File: src/design/tsm_pkg.sv
// shared types and constants for the thread scheduler with mutexes
// no dependencies; every other design file but tsm_ram refers to it by scoped names
package tsm_pkg;

  // default sizes of the slot pool and the mutex bank
  localparam int THREAD_SLOTS_DEF = 4;
  localparam int MUTEX_COUNT_DEF  = 4;

  // field widths of the input and result transactions
  localparam int CMD_W     = 3;
  localparam int MUTEX_W   = 2;
  localparam int ENTRY_W   = 16;
  localparam int ARG_W     = 16;
  localparam int STATUS_W  = 3;
  localparam int RUN_W     = 3;
  localparam int SPAWN_W   = 2;

  // command codes
  typedef enum logic [CMD_W-1:0] {
    CMD_SPAWN  = 3'd0,
    CMD_YIELD  = 3'd1,
    CMD_LOCK   = 3'd2,
    CMD_UNLOCK = 3'd3,
    CMD_EXIT   = 3'd4
  } cmd_e;

  // result status codes
  typedef enum logic [STATUS_W-1:0] {
    STS_OK       = 3'd0,
    STS_NO_FREE  = 3'd1,
    STS_NO_READY = 3'd2,
    STS_HALTED   = 3'd3,
    STS_BAD_EXIT = 3'd4
  } status_e;

  // which linked queue an operation acts on
  typedef enum logic [1:0] {
    Q_FREE  = 2'd0,
    Q_READY = 2'd1,
    Q_WAIT  = 2'd2
  } qsel_e;

  // controller states
  typedef enum logic [2:0] {
    ST_IDLE   = 3'd0,
    ST_DECIDE = 3'd1,
    ST_POP    = 3'd2,
    ST_PUSH   = 3'd3,
    ST_SLOT   = 3'd4,
    ST_OUT    = 3'd5
  } state_e;

  // controller to datapath commands
  typedef struct packed {
    logic capture;
    logic decide;
    logic pop_upd;
    logic push_link;
    logic slot_rd;
    logic load_out;
  } dp_cmd_t;

  // datapath to controller status
  typedef struct packed {
    logic op_go;
  } dp_stat_t;

endpackage

File: src/design/thread_scheduler_with_mutex_top.sv
// a command passes the capture, decide, slot store read and output steps; the pop
// and push steps come after decide when a thread moves between queues (pop then
// push through the link table ram); a new command is accepted only after the output
// step, and a stalled result holds the next command in its output step
// reset: asynchronous, active low; free list holds all slots in order, the
// initial thread runs, every mutex is free and no result is pending
module thread_scheduler_with_mutex_top #(
  parameter int THREAD_SLOTS = tsm_pkg::THREAD_SLOTS_DEF,
  parameter int MUTEX_COUNT  = tsm_pkg::MUTEX_COUNT_DEF
) (
  input  logic                             clk_i,
  input  logic                             rst_ni,
  input  logic                             in_valid_i,
  output logic                             in_stall_o,
  input  logic [tsm_pkg::CMD_W-1:0]        cmd_i,
  input  logic [tsm_pkg::MUTEX_W-1:0]      mutex_id_i,
  input  logic [tsm_pkg::ENTRY_W-1:0]      entry_addr_i,
  input  logic signed [tsm_pkg::ARG_W-1:0] arg_value_i,
  output logic                             out_valid_o,
  input  logic                             out_stall_i,
  output logic [tsm_pkg::STATUS_W-1:0]     status_o,
  output logic [tsm_pkg::RUN_W-1:0]        running_thread_o,
  output logic                             switched_o,
  output logic [tsm_pkg::SPAWN_W-1:0]      spawned_thread_o,
  output logic [tsm_pkg::ENTRY_W-1:0]      running_entry_o,
  output logic signed [tsm_pkg::ARG_W-1:0] running_arg_o
);

  tsm_pkg::dp_cmd_t  dp_cmd;
  tsm_pkg::dp_stat_t dp_stat;

  // sequencer
  tsm_ctrl u_ctrl (
    .clk_i       (clk_i),
    .rst_ni      (rst_ni),
    .in_valid_i  (in_valid_i),
    .in_stall_o  (in_stall_o),
    .out_valid_o (out_valid_o),
    .out_stall_i (out_stall_i),
    .stat_i      (dp_stat),
    .cmd_o       (dp_cmd)
  );

  // queues, mutexes and result register
  tsm_datapath #(
    .THREAD_SLOTS (THREAD_SLOTS),
    .MUTEX_COUNT  (MUTEX_COUNT)
  ) u_datapath (
    .clk_i            (clk_i),
    .rst_ni           (rst_ni),
    .cmd_i            (dp_cmd),
    .stat_o           (dp_stat),
    .cmd_in_i         (cmd_i),
    .mutex_id_i       (mutex_id_i),
    .entry_addr_i     (entry_addr_i),
    .arg_value_i      (arg_value_i),
    .status_o         (status_o),
    .running_thread_o (running_thread_o),
    .switched_o       (switched_o),
    .spawned_thread_o (spawned_thread_o),
    .running_entry_o  (running_entry_o),
    .running_arg_o    (running_arg_o)
  );

endmodule

File: src/design/tsm_ram.sv
// generic single-write, single-read ram with registered read data
// no dependencies
module tsm_ram #(
  parameter int WIDTH = 8,
  parameter int DEPTH = 4
) (
  input  logic                     clk_i,
  input  logic                     we_i,
  input  logic [$clog2(DEPTH)-1:0] waddr_i,
  input  logic [WIDTH-1:0]         wdata_i,
  input  logic                     re_i,
  input  logic [$clog2(DEPTH)-1:0] raddr_i,
  output logic [WIDTH-1:0]         rdata_o
);

  logic [WIDTH-1:0] mem_q [DEPTH];
  logic [WIDTH-1:0] rdata_q;

  // write port
  always_ff @(posedge clk_i) begin
    if (we_i) begin
      mem_q[waddr_i] <= wdata_i;
    end
  end

  // registered read port
  always_ff @(posedge clk_i) begin
    if (re_i) begin
      rdata_q <= mem_q[raddr_i];
    end
  end

  assign rdata_o = rdata_q;

endmodule

File: src/design/tsm_ctrl.sv
// sequencing state machine of the thread scheduler
// depends on tsm_pkg for state, command and status types
module tsm_ctrl (
  input  logic              clk_i,
  input  logic              rst_ni,
  input  logic              in_valid_i,
  output logic              in_stall_o,
  output logic              out_valid_o,
  input  logic              out_stall_i,
  input  tsm_pkg::dp_stat_t stat_i,
  output tsm_pkg::dp_cmd_t  cmd_o
);

  tsm_pkg::state_e state_q, state_d;
  logic            out_valid_q, out_valid_d;

  // state and result valid registers
  always_ff @(posedge clk_i or negedge rst_ni) begin
    if (!rst_ni) begin
      state_q     <= tsm_pkg::ST_IDLE;
      out_valid_q <= 1'b0;
    end else begin
      state_q     <= state_d;
      out_valid_q <= out_valid_d;
    end
  end

  // next state and datapath commands
  always_comb begin
    state_d = state_q;
    cmd_o   = '0;
    case (state_q)
      tsm_pkg::ST_IDLE: begin
        if (in_valid_i) begin
          cmd_o.capture = 1'b1;
          state_d       = tsm_pkg::ST_DECIDE;
        end
      end
      tsm_pkg::ST_DECIDE: begin
        cmd_o.decide = 1'b1;
        state_d      = stat_i.op_go ? tsm_pkg::ST_POP : tsm_pkg::ST_SLOT;
      end
      tsm_pkg::ST_POP: begin
        cmd_o.pop_upd = 1'b1;
        state_d       = tsm_pkg::ST_PUSH;
      end
      tsm_pkg::ST_PUSH: begin
        cmd_o.push_link = 1'b1;
        state_d         = tsm_pkg::ST_SLOT;
      end
      tsm_pkg::ST_SLOT: begin
        cmd_o.slot_rd = 1'b1;
        state_d       = tsm_pkg::ST_OUT;
      end
      tsm_pkg::ST_OUT: begin
        if (!out_valid_q || !out_stall_i) begin
          cmd_o.load_out = 1'b1;
          state_d        = tsm_pkg::ST_IDLE;
        end
      end
      default: begin
        state_d = tsm_pkg::ST_IDLE;
      end
    endcase
  end

  // result register handshake
  always_comb begin
    if (cmd_o.load_out) begin
      out_valid_d = 1'b1;
    end else if (!out_stall_i) begin
      out_valid_d = 1'b0;
    end else begin
      out_valid_d = out_valid_q;
    end
  end

  assign in_stall_o  = (state_q != tsm_pkg::ST_IDLE);
  assign out_valid_o = out_valid_q;

endmodule

File: src/design/tsm_datapath.sv
// queue pointers, mutex state, link and slot memories, result register
// depends on tsm_pkg and tsm_ram
module tsm_datapath #(
  parameter int THREAD_SLOTS = tsm_pkg::THREAD_SLOTS_DEF,
  parameter int MUTEX_COUNT  = tsm_pkg::MUTEX_COUNT_DEF
) (
  input  logic                                clk_i,
  input  logic                                rst_ni,
  input  tsm_pkg::dp_cmd_t                    cmd_i,
  output tsm_pkg::dp_stat_t                   stat_o,
  input  logic [tsm_pkg::CMD_W-1:0]           cmd_in_i,
  input  logic [tsm_pkg::MUTEX_W-1:0]         mutex_id_i,
  input  logic [tsm_pkg::ENTRY_W-1:0]         entry_addr_i,
  input  logic signed [tsm_pkg::ARG_W-1:0]    arg_value_i,
  output logic [tsm_pkg::STATUS_W-1:0]        status_o,
  output logic [tsm_pkg::RUN_W-1:0]           running_thread_o,
  output logic                                switched_o,
  output logic [tsm_pkg::SPAWN_W-1:0]         spawned_thread_o,
  output logic [tsm_pkg::ENTRY_W-1:0]         running_entry_o,
  output logic signed [tsm_pkg::ARG_W-1:0]    running_arg_o
);

  localparam int LINK_DEPTH = THREAD_SLOTS + 1;
  localparam int ID_W       = $clog2(THREAD_SLOTS + 2);
  localparam int LA_W       = $clog2(LINK_DEPTH);
  localparam int SA_W       = $clog2(THREAD_SLOTS);
  localparam int MI_W       = (MUTEX_COUNT > 1) ? $clog2(MUTEX_COUNT) : 1;
  localparam int SLOT_W     = tsm_pkg::ENTRY_W + tsm_pkg::ARG_W;
  localparam logic [ID_W-1:0] NIL_ID  = ID_W'(THREAD_SLOTS + 1);
  localparam logic [ID_W-1:0] INIT_ID = ID_W'(THREAD_SLOTS);

  // reset contents of the link table: slots chained in order
  function automatic logic [ID_W-1:0] link_rst(input logic [LA_W-1:0] idx);
    logic [ID_W-1:0] res;
    res = NIL_ID;
    if (int'(idx) + 1 < THREAD_SLOTS) begin
      res = ID_W'(int'(idx) + 1);
    end
    return res;
  endfunction

  // latched transaction fields
  logic [tsm_pkg::CMD_W-1:0]   cmd_q;
  logic [tsm_pkg::MUTEX_W-1:0] m_q;
  logic [tsm_pkg::ENTRY_W-1:0] entry_q;
  logic [tsm_pkg::ARG_W-1:0]   arg_q;

  // scheduler state
  logic [ID_W-1:0]       free_head_q, free_tail_q;
  logic [ID_W-1:0]       ready_head_q, ready_tail_q;
  logic [ID_W-1:0]       wait_head_q [MUTEX_COUNT];
  logic [ID_W-1:0]       wait_tail_q [MUTEX_COUNT];
  logic [MUTEX_COUNT-1:0] locked_q;
  logic [ID_W-1:0]       cur_q, before_q, popped_q;
  logic                  halted_q;
  logic [LINK_DEPTH-1:0] link_vld_q;

  // per-transaction plan
  tsm_pkg::status_e status_q, status_d;
  tsm_pkg::qsel_e   pop_sel_q, pop_sel_d, push_sel_q, push_sel_d;
  logic             spawn_q, spawn_d, op_d;
  logic             lock_set_d, lock_clr_d;
  logic [ID_W-1:0]  pop_head_d;

  logic [MI_W-1:0]  m_idx;
  logic             m_ok;
  logic             ready_empty, wait_empty;

  // memory ports
  logic             link_we, link_re;
  logic [LA_W-1:0]  link_waddr;
  logic [ID_W-1:0]  link_wdata, link_rdata, link_val;
  logic             slot_we, slot_re;
  logic [SLOT_W-1:0] slot_rdata;

  // pop and push working values
  logic [ID_W-1:0]  pop_nh;
  logic             pop_empty;
  logic [ID_W-1:0]  push_id, push_head, push_tail;
  logic             push_empty;
  logic             cur_is_slot;

  assign m_idx       = MI_W'(m_q);
  assign m_ok        = (int'(m_q) < MUTEX_COUNT);
  assign ready_empty = (ready_head_q >= ID_W'(LINK_DEPTH));
  assign wait_empty  = (wait_head_q[m_idx] >= ID_W'(LINK_DEPTH));

  // command decision on the latched transaction
  always_comb begin
    status_d   = tsm_pkg::STS_OK;
    pop_sel_d  = tsm_pkg::Q_READY;
    push_sel_d = tsm_pkg::Q_READY;
    spawn_d    = 1'b0;
    op_d       = 1'b0;
    lock_set_d = 1'b0;
    lock_clr_d = 1'b0;
    if (halted_q) begin
      status_d = tsm_pkg::STS_HALTED;
    end else begin
      case (cmd_q)
        tsm_pkg::CMD_SPAWN: begin
          if (free_head_q >= INIT_ID) begin
            status_d = tsm_pkg::STS_NO_FREE;
          end else begin
            op_d      = 1'b1;
            spawn_d   = 1'b1;
            pop_sel_d = tsm_pkg::Q_FREE;
          end
        end
        tsm_pkg::CMD_YIELD: begin
          op_d = !ready_empty;
        end
        tsm_pkg::CMD_LOCK: begin
          if (m_ok) begin
            if (!locked_q[m_idx]) begin
              lock_set_d = 1'b1;
            end else if (ready_empty) begin
              status_d = tsm_pkg::STS_NO_READY;
            end else begin
              op_d       = 1'b1;
              push_sel_d = tsm_pkg::Q_WAIT;
            end
          end
        end
        tsm_pkg::CMD_UNLOCK: begin
          if (m_ok) begin
            if (!wait_empty) begin
              op_d      = 1'b1;
              pop_sel_d = tsm_pkg::Q_WAIT;
            end else begin
              lock_clr_d = 1'b1;
            end
          end
        end
        tsm_pkg::CMD_EXIT: begin
          if (cur_q >= INIT_ID) begin
            status_d = tsm_pkg::STS_BAD_EXIT;
          end else if (ready_empty) begin
            status_d = tsm_pkg::STS_NO_READY;
          end else begin
            op_d       = 1'b1;
            push_sel_d = tsm_pkg::Q_FREE;
          end
        end
        default: begin
          status_d = tsm_pkg::STS_OK;
        end
      endcase
    end
  end

  // head of the queue to pop from
  always_comb begin
    case (pop_sel_d)
      tsm_pkg::Q_FREE: pop_head_d = free_head_q;
      tsm_pkg::Q_WAIT: pop_head_d = wait_head_q[m_idx];
      default:         pop_head_d = ready_head_q;
    endcase
  end

  assign stat_o.op_go = op_d;

  // successor of the popped slot, with reset contents for unwritten entries
  assign link_val  = link_vld_q[popped_q[LA_W-1:0]] ? link_rdata
                                                     : link_rst(popped_q[LA_W-1:0]);
  assign pop_empty = (link_val >= ID_W'(LINK_DEPTH));
  assign pop_nh    = pop_empty ? NIL_ID : link_val;
  assign push_id   = spawn_q ? popped_q : cur_q;

  // push queue pointers as they stand after the pop
  always_comb begin
    case (push_sel_q)
      tsm_pkg::Q_FREE: begin
        push_head = free_head_q;
        push_tail = free_tail_q;
      end
      tsm_pkg::Q_WAIT: begin
        push_head = wait_head_q[m_idx];
        push_tail = wait_tail_q[m_idx];
      end
      default: begin
        push_head = ready_head_q;
        push_tail = ready_tail_q;
      end
    endcase
  end
  assign push_empty = (push_head >= ID_W'(LINK_DEPTH));

  // link table accesses
  assign link_re = cmd_i.decide && op_d;
  always_comb begin
    link_we    = 1'b0;
    link_waddr = push_id[LA_W-1:0];
    link_wdata = NIL_ID;
    if (cmd_i.pop_upd) begin
      link_we = 1'b1;
    end else if (cmd_i.push_link && !push_empty && (push_tail < ID_W'(LINK_DEPTH))) begin
      link_we    = 1'b1;
      link_waddr = push_tail[LA_W-1:0];
      link_wdata = push_id;
    end
  end

  tsm_ram #(
    .WIDTH (ID_W),
    .DEPTH (LINK_DEPTH)
  ) u_link_ram (
    .clk_i   (clk_i),
    .we_i    (link_we),
    .waddr_i (link_waddr),
    .wdata_i (link_wdata),
    .re_i    (link_re),
    .raddr_i (pop_head_d[LA_W-1:0]),
    .rdata_o (link_rdata)
  );

  // slot entry and argument store
  assign cur_is_slot = (cur_q < INIT_ID);
  assign slot_we     = cmd_i.pop_upd && spawn_q;
  assign slot_re     = cmd_i.slot_rd && cur_is_slot;

  tsm_ram #(
    .WIDTH (SLOT_W),
    .DEPTH (THREAD_SLOTS)
  ) u_slot_ram (
    .clk_i   (clk_i),
    .we_i    (slot_we),
    .waddr_i (popped_q[SA_W-1:0]),
    .wdata_i ({entry_q, arg_q}),
    .re_i    (slot_re),
    .raddr_i (cur_q[SA_W-1:0]),
    .rdata_o (slot_rdata)
  );

  // transaction capture
  always_ff @(posedge clk_i) begin
    if (cmd_i.capture) begin
      cmd_q   <= cmd_in_i;
      m_q     <= mutex_id_i;
      entry_q <= entry_addr_i;
      arg_q   <= arg_value_i;
    end
  end

  // plan registers
  always_ff @(posedge clk_i) begin
    if (cmd_i.decide) begin
      status_q   <= status_d;
      pop_sel_q  <= pop_sel_d;
      push_sel_q <= push_sel_d;
      spawn_q    <= spawn_d;
      popped_q   <= pop_head_d;
      before_q   <= cur_q;
    end
  end

  // free list and ready queue pointers, current thread, halt flag
  always_ff @(posedge clk_i or negedge rst_ni) begin
    if (!rst_ni) begin
      free_head_q  <= '0;
      free_tail_q  <= ID_W'(THREAD_SLOTS - 1);
      ready_head_q <= NIL_ID;
      ready_tail_q <= NIL_ID;
      cur_q        <= INIT_ID;
      halted_q     <= 1'b0;
    end else begin
      if (cmd_i.decide && ((status_d == tsm_pkg::STS_NO_FREE) ||
                           (status_d == tsm_pkg::STS_NO_READY))) begin
        halted_q <= 1'b1;
      end
      if (cmd_i.pop_upd) begin
        if (pop_sel_q == tsm_pkg::Q_FREE) begin
          free_head_q <= pop_nh;
          if (pop_empty) begin
            free_tail_q <= NIL_ID;
          end
        end
        if (pop_sel_q == tsm_pkg::Q_READY) begin
          ready_head_q <= pop_nh;
          if (pop_empty) begin
            ready_tail_q <= NIL_ID;
          end
        end
      end
      if (cmd_i.push_link) begin
        if (push_sel_q == tsm_pkg::Q_FREE) begin
          if (push_empty) begin
            free_head_q <= push_id;
          end
          free_tail_q <= push_id;
        end
        if (push_sel_q == tsm_pkg::Q_READY) begin
          if (push_empty) begin
            ready_head_q <= push_id;
          end
          ready_tail_q <= push_id;
        end
        if (!spawn_q) begin
          cur_q <= popped_q;
        end
      end
    end
  end

  // mutex lock flags and wait queues
  always_ff @(posedge clk_i or negedge rst_ni) begin
    if (!rst_ni) begin
      locked_q <= '0;
      for (int i = 0; i < MUTEX_COUNT; i++) begin
        wait_head_q[i] <= NIL_ID;
        wait_tail_q[i] <= NIL_ID;
      end
    end else begin
      if (cmd_i.decide && lock_set_d) begin
        locked_q[m_idx] <= 1'b1;
      end
      if (cmd_i.decide && lock_clr_d) begin
        locked_q[m_idx] <= 1'b0;
      end
      if (cmd_i.pop_upd && (pop_sel_q == tsm_pkg::Q_WAIT)) begin
        wait_head_q[m_idx] <= pop_nh;
        if (pop_empty) begin
          wait_tail_q[m_idx] <= NIL_ID;
        end
      end
      if (cmd_i.push_link && (push_sel_q == tsm_pkg::Q_WAIT)) begin
        if (push_empty) begin
          wait_head_q[m_idx] <= push_id;
        end
        wait_tail_q[m_idx] <= push_id;
      end
    end
  end

  // link entries written since reset
  always_ff @(posedge clk_i or negedge rst_ni) begin
    if (!rst_ni) begin
      link_vld_q <= '0;
    end else if (link_we) begin
      link_vld_q[link_waddr] <= 1'b1;
    end
  end

  // result register
  always_ff @(posedge clk_i) begin
    if (cmd_i.load_out) begin
      status_o         <= status_q;
      running_thread_o <= tsm_pkg::RUN_W'(cur_q);
      switched_o       <= (cur_q != before_q);
      spawned_thread_o <= spawn_q ? tsm_pkg::SPAWN_W'(popped_q) : '0;
      running_entry_o  <= cur_is_slot ? slot_rdata[SLOT_W-1:tsm_pkg::ARG_W] : '0;
      running_arg_o    <= cur_is_slot ? signed'(slot_rdata[tsm_pkg::ARG_W-1:0]) : '0;
    end
  end

endmodule

File: config.mk
export PLATFORM = sky130hd
export DESIGN_NAME = thread_scheduler_with_mutex_top
export DESIGN_NICKNAME = d
export VERILOG_FILES = /design/src/design/tsm_pkg.sv /design/src/design/thread_scheduler_with_mutex_top.sv /design/src/design/tsm_ram.sv /design/src/design/tsm_ctrl.sv /design/src/design/tsm_datapath.sv
export SDC_FILE = /design/constraint.sdc
export NUM_CORES = 1
export LEC_CHECK = 0
export ABC_CLOCK_PERIOD_IN_PS = 5200
export BUFFER_PORTS_ARGS = -buffer_cell sky130_fd_sc_hd__buf_2
export CAP_MARGIN = 20
export CORE_ASPECT_RATIO = 2
export CORE_MARGIN = 2
export CORE_UTILIZATION = 60
export CTS_CLUSTER_DIAMETER = 80
export CTS_CLUSTER_SIZE = 12
export DETAILED_ROUTE_END_ITERATION = 10
export PLACE_DENSITY = 0.79
export SLEW_MARGIN = 20
export SYNTH_ARGS = -nofsm -noshare
export SYNTH_HDL_FRONTEND = slang
export SYNTH_SLANG_ARGS = --single-unit
File: constraint.sdc
create_clock -name clk_i -period 5.2 [get_ports clk_i]
set_input_delay 0.52 -clock clk_i [delete_from_list [all_inputs] [get_ports clk_i]]
set_output_delay 0.52 -clock clk_i [all_outputs]
set_load 0.01 [all_outputs]
==> results of run 1 <==
==> sequential cells by signal (all words and copies together), names as in the netlist, 3 cells and up, named ones only <==
name and cells:
u_ctrl.state_q 3, u_datapath.arg_q 16, u_datapath.before_q 3, u_datapath.cmd_q 3
u_datapath.cur_q 3, u_datapath.entry_q 16, u_datapath.free_head_q 3, u_datapath.free_tail_q 3
u_datapath.link_vld_q 5, u_datapath.popped_q 3, u_datapath.ready_head_q 3, u_datapath.ready_tail_q 3
u_datapath.running_arg_o 16, u_datapath.running_entry_o 16, u_datapath.running_thread_o 3, u_datapath.status_o 3
u_datapath.status_q 3, u_datapath.u_link_ram.mem_q 15, u_datapath.u_link_ram.rdata_o 3, u_datapath.u_slot_ram.mem_q 128
u_datapath.u_slot_ram.rdata_o 32, u_datapath.wait_head_q 12, u_datapath.wait_tail_q 12
==> cell usage in the layout, fill, tap and decap left out, drive strengths merged, types with 5 or more instances in the layout <==
master,netlist,routed
clkbuf,29,56
o21ai,13,13
nor2b,38,38
or3,5,5
nand2,29,29
dfstp,23,23
and3,5,5
mux2,6,6
nor3,14,14
nand2b,10,10
inv,11,11
nand3b,5,5
and2,7,7
edfxtp,270,270
or2,13,13
dfrtp,30,30
buf,7,92
nor2,42,42
a22oi,13,13
mux2i,42,42
a21oi,16,16
mux4,40,40
==> final cells by class <==
| cell class | instances | area [µm²] |
|---|---|---|
| timing repair buffer | 92 | 483 |
| sequential | 323 | 9470 |
| inverter | 11 | 41.3 |
| multi-input combinational | 376 | 3220 |
| fill | 1374 | 6600 |
| tap | 269 | 337 |
| clock buffer | 56 | 870 |
==> power by group through the flow <==
stage | logic [mW] | registers (mW) | clock network, mW
after floorplan | 1.34 | 3.79 | 0
after global placement | 1.79 | 3.97 | 0
after detailed placement | 1.88 | 4.01 | 0
after CTS | 1.88 | 3.97 | 2.02
after global routing | 2.02 | 4.03 | 2.11
final | 1.87 | 3.97 | 1.98
==> cell usage after synthesis (5+ instances only) <==
cell type	n
nand3b_1	5
dfstp_2	23
o21ai_0	13
and2_1	7
nor2b_1	38
mux2_2	6
inv_1	11
mux2i_1	42
clkbuf_1	29
nor2_1	42
edfxtp_1	270
and3_1	5
mux4_2	40
a22oi_1	13
nand2_1	29
or3_1	5
dfrtp_1	30
or2_2	13
nor3_1	14
a21oi_1	16
nand2b_1	10
==> critical path: stages, from the launching register on <==
cell and delay [ps]:
edfxtp_1 830, mux4_2 660, a211oi_1 270, a311o_1 470
nand3_1 260, o32ai_1 640
==> worst max-delay path by stage <==
stage	start	end	slack, ps	depth (start not counted)
floorplan	u_datapath.cur_q[2]	u_datapath.u_slot_ram.rdata_o[0]	530	3
global placement	u_datapath.m_idx[0]	u_datapath.u_link_ram.mem_q[1][0]	1940	5
detailed placement	u_datapath.m_idx[0]	u_datapath.u_link_ram.mem_q[1][1]	1740	5
CTS	u_datapath.m_idx[0]	u_datapath.u_link_ram.mem_q[1][0]	1710	5
global route	u_datapath.m_idx[0]	u_datapath.u_link_ram.mem_q[1][0]	1450	5
finish	u_datapath.m_idx[0]	u_datapath.u_link_ram.mem_q[1][0]	1680	5
==> cell families (layout without fill, tap and decap cells) <==
logic type	after synthesis	count (layout)	synth area share [%]
compound gates	93	93	5.41
mux	88	88	10.8
xor+xnor	3	3	0.205
simple gates	188	188	7.89
buf+inv	47	159	1.45
flops	323	323	73.8
fa+ha+maj	4	4	0.390
==> layer usage <==
layer / GRT usage [%] / vias up
met1: 27.1 / 3526
met3: 3.33 / 87
met5: 0 / -
met4: 13.9 / 0
met2: 48.2 / 270
li1: - / 3080
==> through the flow <==
stage                     instances  setup slack (ps)
final                          1127              1680
after global routing           1127              1450
after CTS                      1127              1710
after detailed placement       1071              1740
after global placement         1071              1940
after floorplan                 746               530
==> results.yml, run 1 <==
timing:
  report.final.slew_viol_count: 0
  whs_ps: 68.3
  timing.fmax_mhz: 284
  hold_viol: 0
  fin_crit_ps: 3520
  fin_crit_sh_pct: 67.6
  rsz0062_at_grt: "no"
  setup_viol: 0
  max-slew-margin-rel_pct: 30.3
  max_slew.worst_pin.slew_ps: 1040
  finClkSkew_ps: 19.4
  fin_tns_setup_ps: 0
grt:
  grt_pass1_vias: 7571
  antenna_found_initial: 0
  track_usage_pct: 25.6
  grt_max_degree: 54
  grt_pass1_wl_um: 42800
  grt_overflow: 0
logic_synthesis:
  synth_edf_count: 270
  synth-async-reset-ratio_pct: 16.4
  avgSynthCellArea_um2: 17.2
  synth_cell_types: 64
  synth_area_um2: 12800
  yosysTopAreaCell: "edfxtp_1"
  synth_top_area_share_pct: 63.3
  yosysSeqAreaShare_pct: 73.8
  yosys_warnings: 0
  syn_nets: 791
  syn_inst: 746
  ys.flop_type: "edfxtp_1"
  ys_ff_latch: 323
  synth_top_cells_by_area: "edfxtp_1, mux4_2, dfrtp_1"
clock_tree:
  clk_pin_slew_ps: 60
  ctsHoldBuffers: 0
  cts_setup_buffers: 0
  cts_tree: "built"
  h-tree-depth: 1
  clk_path_buf_depth: 3
  cts_sinks: 323
  numCtsBuffers: 30
  insertion_delay_ps: 560
  cts_resized: 0
  cts_root_buf: "clkbuf_16"
worst_setup_path:
  crit_fanout: 18
  cp.required_ps: 5380
  reg2reg_to: "u_datapath.u_link_ram.mem_q[1][0]"
  crit_path_start_kind: "register"
  worst-setup-path-type: "register to register"
  reg2regPathDepth: 5
  rr_startpoint: "u_datapath.m_idx[0]"
  endpoint_kind: "register"
  cp.arrival_ps: 3690
  regToRegSetupSlack_ps: 1680
placed_design:
  numPortBuffers: 83
  place_hpwl_um: 18100
  place_area_um2: 13600
  gp_congestion: 0.943
floorplanning:
  dieArea_um2: 22600
  die_w_um: 107
  start_util_pct: 61.0
  core_area_um2: 21000
  ios: 84
  die_y_um: 211
  placementRows: 75
layout:
  nets: 879
  stdcell_area_um2: 14400
  synthToLayoutAreaGrowth_pct: 12.5
  utilization_pct: 68.6
  antenna_cells: 0
  drive_gt1_share_pct: 26.7
route:
  dr.first_iter.drc_count: 433
  vias: 6963
  drt.antenna.violating_nets: 0
  met2RoutedLength_um: 15900
  firstDrtPassIters: 5
  wl_um: 27800
  wl_met3_um: 1290
  wirelength_met1_um: 9170
  wl_per_cell_um: 24.7
  top_layer_used: "met4"
  drcViolationCount: 0
  routed_via_density: 6.18
power:
  p_sw_share_pct: 30.8
  clock_power_share_pct: 25.3
  powerDensity_nw_per_um2: 542
  p_seq_share_pct: 50.8
  fin_total_pwr_mw: 7.82
  power.share.combinational_pct: 23.9
  vdd_drop_max_mv: 0.414
  power.switching_mw: 2.41
  p_int_mw: 5.41
  p_leak_nw: 4.98
run_status:
  outcome: "complete, no violations"
run:
  maxCapViolations: 0
hold_path:
  hold_class: "input port to asynchronous set/reset pin"
No activity file was read; power rests on OpenSTA's default activity.
==> inputs of run 2 (changes only) <==
--- a/config.mk
+++ b/config.mk
@@ -5,7 +5,7 @@
 export SDC_FILE = /design/constraint.sdc
 export NUM_CORES = 1
 export LEC_CHECK = 0
-export ABC_CLOCK_PERIOD_IN_PS = 5200
+export ABC_CLOCK_PERIOD_IN_PS = 3250
 export BUFFER_PORTS_ARGS = -buffer_cell sky130_fd_sc_hd__buf_2
 export CAP_MARGIN = 20
 export CORE_ASPECT_RATIO = 2
==> constraint.sdc (replaced) <==
create_clock -name clk_i -period 3.25 [get_ports clk_i]
set_input_delay 0.325 -clock clk_i [delete_from_list [all_inputs] [get_ports clk_i]]
set_output_delay 0.325 -clock clk_i [all_outputs]
set_load 0.01 [all_outputs]
==> run 2 against run 1 <==
Routed wire length grew 1.1%. Sequential cell count is the same. Sequential share of layout area decreased by 2.4 points. Critical path depth grew 2. Power increased by 61%. Die area is the same. Clock skew increased by 5.0 ps. Critical endpoint is now u_datapath.u_link_ram.mem_q[3][0]. Highest routed layer unchanged.
==> results.yml, run 2 (same netlist as run 1, synthesis figures left out) <==
route:
  drt.antenna.violating_nets: 0
  wl_per_cell_um: 23.7
  dr.first_iter.drc_count: 408
  vias: 7164
  routed_via_density: 6.03
  wl_um: 28100
  drcViolationCount: 0
  firstDrtPassIters: 7
floorplanning:
  ios: 84
  placementRows: 75
  die_y_um: 211
  die_w_um: 107
  start_util_pct: 61.0
  dieArea_um2: 22600
  core_area_um2: 21000
worst_setup_path:
  reg2reg_to: "u_datapath.u_link_ram.mem_q[3][0]"
  reg2regPathDepth: 7
  cp.required_ps: 3480
  crit_fanout: 15
  regToRegSetupSlack_ps: 470
  crit_path_start_kind: "register"
  worst-setup-path-type: "register to register"
  endpoint_kind: "register"
  rr_startpoint: "u_datapath.m_idx[0]"
  cp.arrival_ps: 3000
layout:
  nets: 941
  largest_reg_flops: 128
  instances_no_fill: 1189
  layout_commonest_cell: "edfxtp_1"
  top_register: "u_datapath.u_slot_ram.mem_q"
  synthToLayoutAreaGrowth_pct: 16.8
  drive_gt1_share_pct: 27.2
  antenna_cells: 0
  stdcell_area_um2: 15000
  layout_common_cells: "edfxtp_1, buf_2, mux2i_1, nor2_1, mux4_2"
timing:
  whs_ps: 62.8
  max_slew.worst_pin.slew_ps: 743
  finClkSkew_ps: 24.4
  fin_tns_setup_ps: 0
  fin_crit_sh_pct: 85.5
  max-slew-margin-rel_pct: 50.3
  setup_viol: 0
  fin_crit_ps: 2780
  timing.fmax_mhz: 360
  report.final.slew_viol_count: 0
  hold_viol: 0
  rsz0062_at_grt: "no"
clock_tree:
  cts_resized: 0
  clk_pin_slew_ps: 60
  clk_path_buf_depth: 3
  insertion_delay_ps: 560
  cts_tree: "built"
  cts_root_buf: "clkbuf_16"
  numCtsBuffers: 30
  h-tree-depth: 1
  cts_sinks: 323
power:
  vdd_drop_max_mv: 0.567
  p_leak_nw: 5.27
  powerDensity_nw_per_um2: 839
placed_design:
  gp_congestion: 0.920
  numPortBuffers: 83
  place_area_um2: 13700
  place_hpwl_um: 18100
  placed_cells: 1095
grt:
  grt_max_degree: 38
  track_usage_pct: 26.0
  grt_overflow: 0
  grt_pass1_vias: 7891
  grt_pass1_wl_um: 43500
  antenna_found_initial: 0
run_status:
  outcome: "complete, no violations"
hold_path:
  whs_endpoint: "u_ctrl.out_valid_o"
  hold_class: "input port to register"
  hold_depth: 3
  hp-start: "out_stall_i"
run:
  maxCapViolations: 0
## run 2: worst max path at each step
stage / start / end / slack, ps / cells after the start
global route: u_datapath.m_idx[0] / u_datapath.u_link_ram.mem_q[3][0] / 290 / 7
CTS: u_datapath.m_idx[0] / u_datapath.u_link_ram.mem_q[2][2] / 480 / 7
detailed placement: u_datapath.m_idx[0] / u_datapath.u_link_ram.mem_q[2][2] / 510 / 7
floorplan: u_ctrl.state_q[1] / u_datapath.running_arg_o[0] / 20 / 3
finish: u_datapath.m_idx[0] / u_datapath.u_link_ram.mem_q[3][0] / 470 / 7
global placement: u_datapath.m_idx[0] / u_datapath.u_link_ram.mem_q[2][0] / 580 / 7
## run 2: where the power goes
group | total, mW | internal (mW) | switching, mW
Clock | 3.16 | 1.78 | 1.38
Sequential | 6.24 | 5.65 | 0.588
Combinational | 3.16 | 1.33 | 1.83
## run 2: layout make-up
class,instances,area (µm²)
flip-flops and latches,323,9470
clock buffers,56,870
multi-input cells,376,3210
repair buffers,154,1040
well taps,269,337
fillers,1337,6050
inverters,11,41.3
## run 2: what timing repair did
item,in CTS,in global routing
hold endpoints to repair,51,0
buffers inserted,0,0
hold buffers,38,0
## run 2: stage by stage
step                util (%)  power (mW)  setup WS (ps)
finish                  71.2        12.6            471
global route            71.2        13.1            292
CTS                     71.2        12.6            476
detailed placement      65.3        9.41            510
global placement        65.3        9.25            576
floorplan                  -        8.21           22.2
## run 2: worst max-delay path: stages (launching register included)
cell      delay, ps
edfxtp_1        470
buf_4           280
mux4_2          530
a211o_1         320
nand2_1         120
nand3_1         160
a22o_1          320
nor2_1          230
## run 2: metal layers
metal	global-route usage (%)	up-vias	wire length, µm
met5	0	-	0
met4	17.1	0	1960
met3	3.49	115	1350
met2	47.2	307	15400
met1	27.6	3556	9400
li1	-	3186	-
